<file path="src/tlbpt_pkg.sv">
`timescale 1ns / 1ps

package tlbpt_pkg;

	// address and counter widths fixed by the stream format
	localparam int unsigned VA_W = 16;
	localparam int unsigned CNT_W = 32;

	// result beat layout, lowest bit first
	localparam int unsigned PA_LSB = 0;
	localparam int unsigned ACC_LSB = PA_LSB + VA_W;
	localparam int unsigned HIT_LSB = ACC_LSB + CNT_W;
	localparam int unsigned FLT_LSB = HIT_LSB + CNT_W;
	localparam int unsigned M_TDATA_W = FLT_LSB + CNT_W;

	localparam int unsigned TUSER_HIT = 0;
	localparam int unsigned TUSER_FAULT = 1;
	localparam int unsigned M_TUSER_W = 2;

	typedef logic [VA_W-1:0] va_t;
	typedef logic [CNT_W-1:0] cnt_t;

endpackage

</file>
<file path="src/tlbpt_page_table.sv">
`timescale 1ns / 1ps

module tlbpt_page_table #(
	parameter int unsigned PAGE_BITS = 8
) (
	input  logic                 clk,
	input  logic                 arst_n,
	input  logic                 rd_en,
	input  logic [PAGE_BITS-1:0] rd_addr,
	output logic                 rd_valid,
	output logic [PAGE_BITS-1:0] rd_frame,
	input  logic                 wr_en,
	input  logic [PAGE_BITS-1:0] wr_addr,
	input  logic [PAGE_BITS-1:0] wr_frame,
	output logic                 busy
);

	localparam int unsigned DEPTH = 1 << PAGE_BITS;

	// each word: valid bit on top, frame below
	logic [PAGE_BITS:0] mem [DEPTH];
	logic [PAGE_BITS:0] rdata_q;
	logic               clr_busy_q;
	logic [PAGE_BITS-1:0] clr_addr_q;

	logic               we;
	logic [PAGE_BITS-1:0] waddr;
	logic [PAGE_BITS:0] wdata;

	// clearing sweep owns the write port right after reset
	always_comb begin
		if (clr_busy_q) begin
			we = 1'b1;
			waddr = clr_addr_q;
			wdata = '0;
		end else begin
			we = wr_en;
			waddr = wr_addr;
			wdata = {1'b1, wr_frame};
		end
	end

	always_ff @(posedge clk or negedge arst_n) begin
		if (!arst_n) begin
			clr_busy_q <= 1'b1;
			clr_addr_q <= '0;
		end else if (clr_busy_q) begin
			clr_addr_q <= clr_addr_q + 1'b1;
			if (clr_addr_q == {PAGE_BITS{1'b1}}) begin
				clr_busy_q <= 1'b0;
			end
		end
	end

	always_ff @(posedge clk) begin
		if (we) begin
			mem[waddr] <= wdata;
		end
		if (rd_en) begin
			rdata_q <= mem[rd_addr];
		end
	end

	assign rd_valid = rdata_q[PAGE_BITS];
	assign rd_frame = rdata_q[PAGE_BITS-1:0];
	assign busy = clr_busy_q;

endmodule

</file>
<file path="src/tlbpt_cam.sv">
`timescale 1ns / 1ps

module tlbpt_cam #(
	parameter int unsigned ENTRIES   = 16,
	parameter int unsigned PAGE_BITS = 8
) (
	input  logic                 clk,
	input  logic                 arst_n,
	input  logic [PAGE_BITS-1:0] lookup_page,
	output logic                 hit,
	output logic [PAGE_BITS-1:0] hit_frame,
	input  logic                 fill_en,
	input  logic [PAGE_BITS-1:0] fill_page,
	input  logic [PAGE_BITS-1:0] fill_frame
);

	localparam int unsigned PTR_W = $clog2(ENTRIES);

	logic [ENTRIES-1:0]   valid_q;
	logic [PAGE_BITS-1:0] page_q  [ENTRIES];
	logic [PAGE_BITS-1:0] frame_q [ENTRIES];
	logic [PTR_W-1:0]     ptr_q;

	// lowest matching entry wins
	always_comb begin
		hit = 1'b0;
		hit_frame = '0;
		for (int i = 0; i < ENTRIES; i++) begin
			if (!hit && valid_q[i] && page_q[i] == lookup_page) begin
				hit = 1'b1;
				hit_frame = frame_q[i];
			end
		end
	end

	always_ff @(posedge clk or negedge arst_n) begin
		if (!arst_n) begin
			valid_q <= '0;
			ptr_q <= '0;
		end else if (fill_en) begin
			valid_q[ptr_q] <= 1'b1;
			if (ptr_q == PTR_W'(ENTRIES - 1)) begin
				ptr_q <= '0;
			end else begin
				ptr_q <= ptr_q + 1'b1;
			end
		end
	end

	always_ff @(posedge clk) begin
		if (fill_en) begin
			page_q[ptr_q] <= fill_page;
			frame_q[ptr_q] <= fill_frame;
		end
	end

endmodule

</file>
<file path="src/tlb_page_translation.sv">
`timescale 1ns / 1ps

// Translates 16-bit virtual addresses to physical addresses. The page number
// (PAGE_BITS above the low OFFSET_BITS) is compared against every entry of a
// fully associative TLB of TLB_ENTRIES entries; on a miss a page table memory
// indexed by page number supplies the frame and the mapping is loaded into the
// TLB at a round-robin (FIFO) slot. An unmapped page takes the next free frame
// in order, is written into both the table and the TLB and counts as a fault.
// Each result beat carries the physical address, hit and fault flags and
// three wrapping 32-bit counters (accesses, TLB hits, faults). The page table
// read is issued on the accept edge; TLB compare, refill and table write-back
// follow once the output register is free. s_tready stays low while an address
// is in the lookup stage, so the next is taken only once that one has left. The
// result sits in an output register, so a new address may be taken while the
// previous result waits on m_tready. After reset the page table is cleared one
// entry per cycle, all 2**PAGE_BITS (256 by default), with s_tready held low.

module tlb_page_translation #(
	parameter int unsigned TLB_ENTRIES = 16,
	parameter int unsigned OFFSET_BITS = 8,
	parameter int unsigned PAGE_BITS   = 8
) (
	input  logic                             clk,
	input  logic                             arst_n,
	input  logic                             s_tvalid,
	output logic                             s_tready,
	input  logic [tlbpt_pkg::VA_W-1:0]       s_tdata,  // virtual_address
	output logic                             m_tvalid,
	input  logic                             m_tready,
	// physical_address, access_count, hit_count, fault_count
	output logic [tlbpt_pkg::M_TDATA_W-1:0]  m_tdata,
	output logic [tlbpt_pkg::M_TUSER_W-1:0]  m_tuser   // tlb_hit, page_fault
);

	localparam int unsigned VA_W = tlbpt_pkg::VA_W;
	localparam logic [VA_W-1:0] OFF_MASK = VA_W'((32'd1 << OFFSET_BITS) - 32'd1);
	localparam logic [PAGE_BITS:0] PAGE_COUNT = (PAGE_BITS+1)'(1) << PAGE_BITS;

	// split of the incoming beat
	logic [2*VA_W-1:0]    va_ext;
	logic [PAGE_BITS-1:0] page_in;
	logic                 accept;

	// lookup stage
	logic                 s1_valid_q;
	logic [PAGE_BITS-1:0] page_s1;
	logic [VA_W-1:0]      offset_s1;

	// page table and TLB
	logic                 clr_busy;
	logic                 tbl_valid;
	logic [PAGE_BITS-1:0] tbl_frame;
	logic                 tlb_hit_now;
	logic [PAGE_BITS-1:0] tlb_frame;

	logic                 fault_now;
	logic [PAGE_BITS-1:0] frame_now;
	logic [31:0]          frame_sh;
	logic                 out_free;
	logic                 done;

	logic [PAGE_BITS:0]   next_frame_q;
	tlbpt_pkg::cnt_t      access_q;
	tlbpt_pkg::cnt_t      hits_q;
	tlbpt_pkg::cnt_t      faults_q;

	// output register
	logic                 m_valid_q;
	tlbpt_pkg::va_t       pa_q;
	logic                 hit_q;
	logic                 fault_q;

	assign va_ext = {{VA_W{1'b0}}, s_tdata};
	assign page_in = va_ext[OFFSET_BITS +: PAGE_BITS];

	// one address in flight through the lookup stage at a time
	assign s_tready = !clr_busy && !s1_valid_q;
	assign accept = s_tvalid && s_tready;

	assign out_free = !m_valid_q || m_tready;
	assign done = s1_valid_q && out_free;

	tlbpt_page_table #(
		.PAGE_BITS(PAGE_BITS)
	) u_table (
		.clk     (clk),
		.arst_n  (arst_n),
		.rd_en   (accept),
		.rd_addr (page_in),
		.rd_valid(tbl_valid),
		.rd_frame(tbl_frame),
		.wr_en   (done && fault_now),
		.wr_addr (page_s1),
		.wr_frame(frame_now),
		.busy    (clr_busy)
	);

	tlbpt_cam #(
		.ENTRIES  (TLB_ENTRIES),
		.PAGE_BITS(PAGE_BITS)
	) u_cam (
		.clk        (clk),
		.arst_n     (arst_n),
		.lookup_page(page_s1),
		.hit        (tlb_hit_now),
		.hit_frame  (tlb_frame),
		.fill_en    (done && !tlb_hit_now),
		.fill_page  (page_s1),
		.fill_frame (frame_now)
	);

	// tlb first, then the table, else a fresh frame
	assign fault_now = !tlb_hit_now && !tbl_valid;

	always_comb begin
		if (tlb_hit_now) begin
			frame_now = tlb_frame;
		end else if (tbl_valid) begin
			frame_now = tbl_frame;
		end else begin
			frame_now = next_frame_q[PAGE_BITS-1:0];
		end
	end

	assign frame_sh = 32'(frame_now) << OFFSET_BITS;

	always_ff @(posedge clk or negedge arst_n) begin
		if (!arst_n) begin
			s1_valid_q <= 1'b0;
			m_valid_q <= 1'b0;
			next_frame_q <= '0;
			access_q <= '0;
			hits_q <= '0;
			faults_q <= '0;
		end else begin
			if (accept) begin
				s1_valid_q <= 1'b1;
			end else if (done) begin
				s1_valid_q <= 1'b0;
			end

			if (done) begin
				m_valid_q <= 1'b1;
			end else if (m_tready) begin
				m_valid_q <= 1'b0;
			end

			if (done) begin
				access_q <= access_q + 1'b1;
				if (tlb_hit_now) begin
					hits_q <= hits_q + 1'b1;
				end
				if (fault_now) begin
					faults_q <= faults_q + 1'b1;
					// once all frames are handed out, stop at the page count; frame 0 is then given
					if (!next_frame_q[PAGE_BITS]) begin
						next_frame_q <= next_frame_q + 1'b1;
					end
				end
			end
		end
	end

	always_ff @(posedge clk) begin
		if (accept) begin
			page_s1 <= page_in;
			offset_s1 <= s_tdata & OFF_MASK;
		end
		if (done) begin
			pa_q <= frame_sh[VA_W-1:0] | offset_s1;
			hit_q <= tlb_hit_now;
			fault_q <= fault_now;
		end
	end

	// counters only move when a new result is loaded, so they sit in the beat
	assign m_tvalid = m_valid_q;
	assign m_tdata = {faults_q, hits_q, access_q, pa_q};
	assign m_tuser = {fault_q, hit_q};

`ifndef NO_ASSERTIONS
	a_hit_fault_excl: assert property (@(posedge clk) disable iff (!arst_n)
		m_valid_q |-> !(hit_q && fault_q))
		else $error("tlb hit and page fault on the same beat");

	a_accept_lookup: assert property (@(posedge clk) disable iff (!arst_n)
		accept |=> s1_valid_q)
		else $error("accepted beat did not enter lookup");

	a_clear_blocks: assert property (@(posedge clk) disable iff (!arst_n)
		clr_busy |-> !s_tready)
		else $error("beat taken while page table is clearing");

	a_access_step: assert property (@(posedge clk) disable iff (!arst_n)
		done |=> access_q == $past(access_q) + 32'd1)
		else $error("access counter did not advance on completion");

	a_fault_step: assert property (@(posedge clk) disable iff (!arst_n)
		(done && fault_now) |=> faults_q == $past(faults_q) + 32'd1)
		else $error("fault counter did not advance on page fault");

	a_frame_bound: assert property (@(posedge clk) disable iff (!arst_n)
		next_frame_q <= PAGE_COUNT)
		else $error("free frame counter beyond page count");
`endif

endmodule

</file>
<file path="config.mk">
export PLATFORM = sky130hd
export DESIGN_NAME = tlb_page_translation
export DESIGN_NICKNAME = d
export VERILOG_FILES = /design/src/tlbpt_pkg.sv /design/src/tlbpt_page_table.sv /design/src/tlbpt_cam.sv /design/src/tlb_page_translation.sv
export SDC_FILE = /design/constraint.sdc
export NUM_CORES = 2
export LEC_CHECK = 0
export BUFFER_PORTS_ARGS = -buffer_cell sky130_fd_sc_hd__buf_4
export CAP_MARGIN = 25
export CORE_MARGIN = 2
export CORE_UTILIZATION = 45
export DETAILED_ROUTE_END_ITERATION = 8
export HOLD_SLACK_MARGIN = 0.03
export MAX_ROUTING_LAYER = met4
export SETUP_SLACK_MARGIN = 0.3
export SYNTH_ARGS = -nofsm -noshare
export SYNTH_HDL_FRONTEND = slang
export SYNTH_SLANG_ARGS = --single-unit
</file>
<file path="constraint.sdc">
create_clock -name clk -period 24.5 [get_ports clk]
set_input_delay 3.675 -clock clk [delete_from_list [all_inputs] [get_ports clk]]
set_output_delay 3.675 -clock clk [all_outputs]
set_load 0.1 [all_outputs]
</file>
### Word level (Yosys, flattened, before mapping)

Memories as Yosys holds them, arrays and structs flattened. A register that Yosys moved wholly into a read port is not among the register bits.
Index checks and enable logic that the tools add are counted.

| word-level totals | value |
|---|---|
| flip-flop bits (word level) | 170 |
| latch bits | 0 |
| RAM bits | 2,560 |
| ROM bits | 0 |
| input bits | 20 |
| logic and storage cells | 163 |
| memories | 3 |

Memory list:

| memory | words | width | rd ports | clocked after memory_dff | wr ports | line | source |
|---|---|---|---|---|---|---|---|
| u_table.mem | 256 | 9 | 1 | 1 | 1 | tlbpt_page_table.sv:21 | `logic [PAGE_BITS:0] mem [DEPTH];` |
| u_cam.frame_q | 16 | 8 | 16 | 0 | 1 | tlbpt_cam.sv:21 | `logic [PAGE_BITS-1:0] frame_q [ENTRIES];` |
| u_cam.page_q | 16 | 8 | 16 | 0 | 1 | tlbpt_cam.sv:20 | `logic [PAGE_BITS-1:0] page_q [ENTRIES];` |

| cells by class | value |
|---|---|
| $add $sub $neg | 6 |
| multipliers | 0 |
| div/mod/pow operators | 0 |
| magnitude comparators | 2 |
| equality and inequality tests | 18 |
| shifts and indexed selects | 0 |
| multiplexer cells | 51 |
| bitwise operators | 3 |
| reduce and logical (&&, ||, !) cells | 64 |

Operators with widths:

| operator | number |
|---|---|
| two-way mux 8 bit | 19 |
| equality test 8 bit | 16 |
| adder 32 x 1 -> 32 bit, second input constant | 3 |
| logical AND 1 bit | 38 |
| two-way mux 1 bit | 28 |
| logical NOT 1 bit | 20 |
| two-way mux 9 bit | 2 |
| bitwise OR 16 bit | 1 |
| bitwise OR 16 x 8 -> 16 bit | 1 |
| adder 9 x 1 -> 9 bit, second input constant | 1 |
| adder 8 x 1 -> 8 bit, second input constant | 1 |
| equality test 8 bit, second input constant | 1 |
| less-than comparator 4 x 5 -> 1 bit, second input constant | 1 |
| adder 4 x 1 -> 4 bit, second input constant | 1 |
| demux 1 bit (select 4 bit) | 1 |
| equality test 4 bit, second input constant | 1 |
| greater-or-equal comparator 4 x 1 -> 1 bit, second input constant | 1 |
| two-way mux 4 bit | 1 |
| AND reduction 2 bit | 2 |
| nonzero test 2 bit | 2 |
| AND reduction 3 bit | 1 |
| logical OR 1 bit | 1 |
| inverter 1 bit | 1 |

### Depth between registers and ports, before layout

An unclocked memory read counts as a cell.

| logic depth | value |
|---|---|
| depth in word-level cells | 70 |
| gate-level depth with buffers | 14 |
| depth with buffers taken out | 9 |

### Modules after synthesis

A second synthesis with hierarchy kept.

| unflattened totals | value |
|---|---|
| cell total of the unflattened synthesis | 5,548 |
| area total of the unflattened synthesis | 107,622.0 µm² |

Modules (own cells, without submodules):

| module | instances | cells each | area each (µm²) | sequential area each (µm²) |
|---|---|---|---|---|
| tlbpt_page_table | 1 | 4,262 | 89,906.2 | 69,683.1 |
| tlbpt_cam | 1 | 802 | 11,604.9 | 8,187.9 |
| tlb_page_translation | 1 | 484 | 6,110.9 | 3,698.5 |

### Worst setup path after synthesis

OpenSTA, ideal clock, no wires.

| timing | value |
|---|---|
| kind | reg-to-reg |
| start | register u_table.clr_busy_q (netlist: u_table.busy) |
| end | memory u_table.mem[0][7] in the netlist's numbering (data pin) |
| data arrival time | 15,191 ps |
| data required time | 22,253 ps |
| path slack | 7,062 ps |
| cell stages (with the launch flop) | 5 |
| buffers on the path | 1 |
| clock period less this slack | 17,438 ps |
| cells stage by stage | dfstp_2 > inv_1 > clkbuf_1 > nand2_1 > a211oi_1 |

| on the way | value |
|---|---|
| longest elaborated chain between the ends | 1 |

RTL lines:

| item | line | source |
|---|---|---|
| start: declaration | tlbpt_page_table.sv:23 | `logic clr_busy_q;` |
| start signal: assignment | tlbpt_page_table.sv:45 | `clr_busy_q <= 1'b1;` |
| start signal: assignment | tlbpt_page_table.sv:50 | `clr_busy_q <= 1'b0;` |
| two-way mux 9 bit | tlbpt_page_table.sv:32 | `if (clr_busy_q) begin` |
| net u_table.wdata[7] | tlbpt_page_table.sv:28 | `logic [PAGE_BITS:0] wdata;` |
| end: declaration | tlbpt_page_table.sv:21 |  |

The timed path passes the listed nets, and every way through them passes these cells.

==> results.ini <==
[layout]
seqCellArea_mm2=0.0816
most-common-layout-cells=edfxtp_1, mux4_2, nor2_1, buf_4, clkbuf_16
area_growth_syn_to_layout_pct=14.5
finalNetCount=5441
fill_cells=18300
utilization_pct=51.9
multi_input_area_mm2=0.0245
layout_commonest_cell=edfxtp_1
drive_gt1_share_pct=28.3

[sta]
finClkSkew_ns=0.0640
rsz0062_at_grt=no
period_needed_ns=8.53
tightest_slew_ns=1.10
final.setup.tns_ns=0
fmax_mhz=117
finalSetupViolations=0
fin_ws_ns=15.97
slew_violations=0
final.period_utilization_pct=34.8
maxSlewHeadroom_pct=26.6
hold_viol_final=0
timing.hold.ws_ns=0.419

[grt]
first_global_vias=51600
antenna_found_initial=9
grt-ovfl-total=0
grt_usage_pct=21.7
grt_max_degree=120
grt_pass1_wl_um=373000

[clock_tree]
post_cts_buffers=0
cts_tree=built
clk_pin_slew_ns=0.05
numCtsBuffers=297
hold_buffers=0
cts_sinks=2739
ctsHtreeMaxLevel=5
worst_skew_pair.late_latency_ns=0.92
cts.path.max_buffers=4
ctsRootBufferMaster=clkbuf_16
cts_resized=0

[routing]
drtPass1Iterations=5
drcViolationCount=0
wl_per_cell_um=29.2
routed_wl_um=256000
final_antenna_net_count=0
vias=51500
drtIter0Drc=5871
routed_via_density=5.86

[die]
rows=178
die_area_mm2=0.242
core-area_mm2=0.236
pin_count=136
dieHeight_um=491
die_w_um=491
start_util_pct=45.3

[placement]
place_congestion=0.819
dpl.hpwl_um=154000
place_ws_ns=14.97
port_buffers=135

[job]
cap_viol_max_count=0

[pwr]
power_frac_comb_pct=6.9
p_int_mw=7.99
leakagePower_nw=38.3
clockPowerShare_pct=41.5
seq_power_share_pct=51.6
switchingPower_mw=2.27
sw_frac_of_total_pct=22.1
p_per_area_mw_per_mm2=83.7
ir_drop_mv=0.0855

[synthesis]
syn_area_mm2=0.107
async_flop_share_pct=4.97
synth_warnings=0
ys_seq_elements=2739
seq_area_frac_synth_pct=76.3
syn_area_per_cell_um2=21.4
synth.distinct_cells=65
syn_nets=5024
ys.flop_type=edfxtp_1
synth_enable_flop_cells=2603
synthCells=4995

[worst_hold_path]
hp-start=offset_s1[2]$_DFFE_PP_
hold_path.class=reg2reg

[critical_path]
r2r_start=page_s1[4]$_DFFE_PP_
cp.required_ns=25.10
ff2ff_setup_slack_ns=17.80
cp-end-kind=flip-flop
crit_fanout=116
path_class=in2reg
critPathLaunchType=input port
cp_data_arrival_time_ns=9.13
critPathLaunch=s_tdata[9]

[outcome]
status=completed

==> cells by family after synthesis <==
logic type      after synthesis  synth area share [%]
xor+xnor                    236                  1.93
fa+ha+maj                     9                 0.105
simple gates                795                  3.49
buf+inv                     283                  1.11
flops                      2739                  76.3
mux                         774                  16.1
compound gates              159                 0.989
==> critical path, stage by stage <==
cell and delay [ns]:
buf_8 0.70, buf_4 0.82, buf_4 0.73, buf_4 0.79, mux4_2 0.40, mux4_2 0.52, mux4_2 0.54, a22oi_1 0.53
nand2_1 0.17
==> flip-flops by register name, summed over array words and instances, names as in the netlist, 4 cells and up <==
register            count
hits_q                 32
pa_q                   16
offset_s1               8
faults_q               32
u_cam.frame_q         128
u_cam.ptr_q             4
next_frame_q            9
u_table.rdata_q         9
u_table.clr_addr_q      8
page_s1                 8
u_cam.page_q          128
access_q               32
u_cam.valid_q          16
u_table.mem          2304
==> routing by layer <==
metal,GRT usage [%],wire length (um),vias up
met5,-,0,-
met1,30.7,109000,27700
li1,-,-,21400
met3,3.57,17400,390
met4,5.20,5910,0
met2,33.5,123000,1885
==> synth_stat cells, types with 4 or more instances <==
cell type	count	area share, %
nand3_1	87	0.41
buf_1	67	0.24
o21ai_0	26	0.12
a211oi_1	10	0.070
and3_1	20	0.12
nor2b_1	8	0.047
nand4_1	41	0.24
nor4_1	17	0.099
nor3b_1	5	0.035
nand2b_1	9	0.053
mux2_2	9	0.095
o211ai_1	4	0.028
mux4_2	756	16
ha_1	9	0.11
buf_6	10	0.11
o22ai_1	7	0.041
dfrtp_1	135	3.2
nand3b_1	11	0.077
a21oi_1	46	0.22
and2_1	7	0.041
nor3_1	43	0.20
clkbuf_1	162	0.57
inv_1	27	0.095
or3_1	15	0.088
mux2i_1	9	0.084
a31o_2	5	0.041
o31ai_1	5	0.035
a22oi_1	19	0.13
a31oi_1	8	0.047
xor2_1	41	0.34
or2_2	21	0.12
a221o_1	4	0.037
and4_1	6	0.049
xnor2_1	195	1.6
nor2_1	336	1.2
a221oi_1	4	0.033
edfxtp_1	2603	73
buf_4	10	0.070
nand2_1	151	0.53
buf_2	6	0.028
==> power by group through the flow <==
stage          logic [mW]  registers [mW]  clock network (mW)
6_report            0.709            5.30                4.25
5_1_grt             0.755            5.30                4.51
4_1_cts             0.709            5.30                4.33
3_5_place_dp        0.708            5.40                   0
3_3_place_gp        0.694            5.39                   0
2_1_floorplan       0.367            5.52                   0
==> stage by stage <==
stage	total power [mW]	cell area, um^2	cells
floorplan	5.88	107000	4995
global placement	6.09	112000	8180
detailed placement	6.10	113000	8227
CTS	10.3	122000	8734
global route	10.6	122000	8771
finish	10.3	122000	8775
==> worst paths after layout <==
kind	to	depth (start not counted)
worst min-delay path	pa_q[2]$_DFFE_PP_	0
max in group asynchronous	u_cam.valid_q[0]$_DFFE_PN0P_	3
min in group asynchronous	m_tvalid$_DFFE_PN0P_	1
worst max-delay path	u_table.rdata_q[8]$_DFFE_PP_	9
worst max register to register	u_table.mem[122][7]$_DFFE_PP_	12
worst min register to register	pa_q[2]$_DFFE_PP_	0
==> final cells by class <==
class | count | area share (%)
Inverter | 28 | 0.0919
Sequential cell | 2739 | 66.6
Clock inverter | 118 | 0.848
Clock buffer | 389 | 6.61
Timing Repair Buffer | 373 | 2.65
Antenna cell | 5 | 0.0102
Tap cell | 3150 | 3.22
Multi-Input combinational cell | 1973 | 20.0
Power figures use the tool's default switching activity.
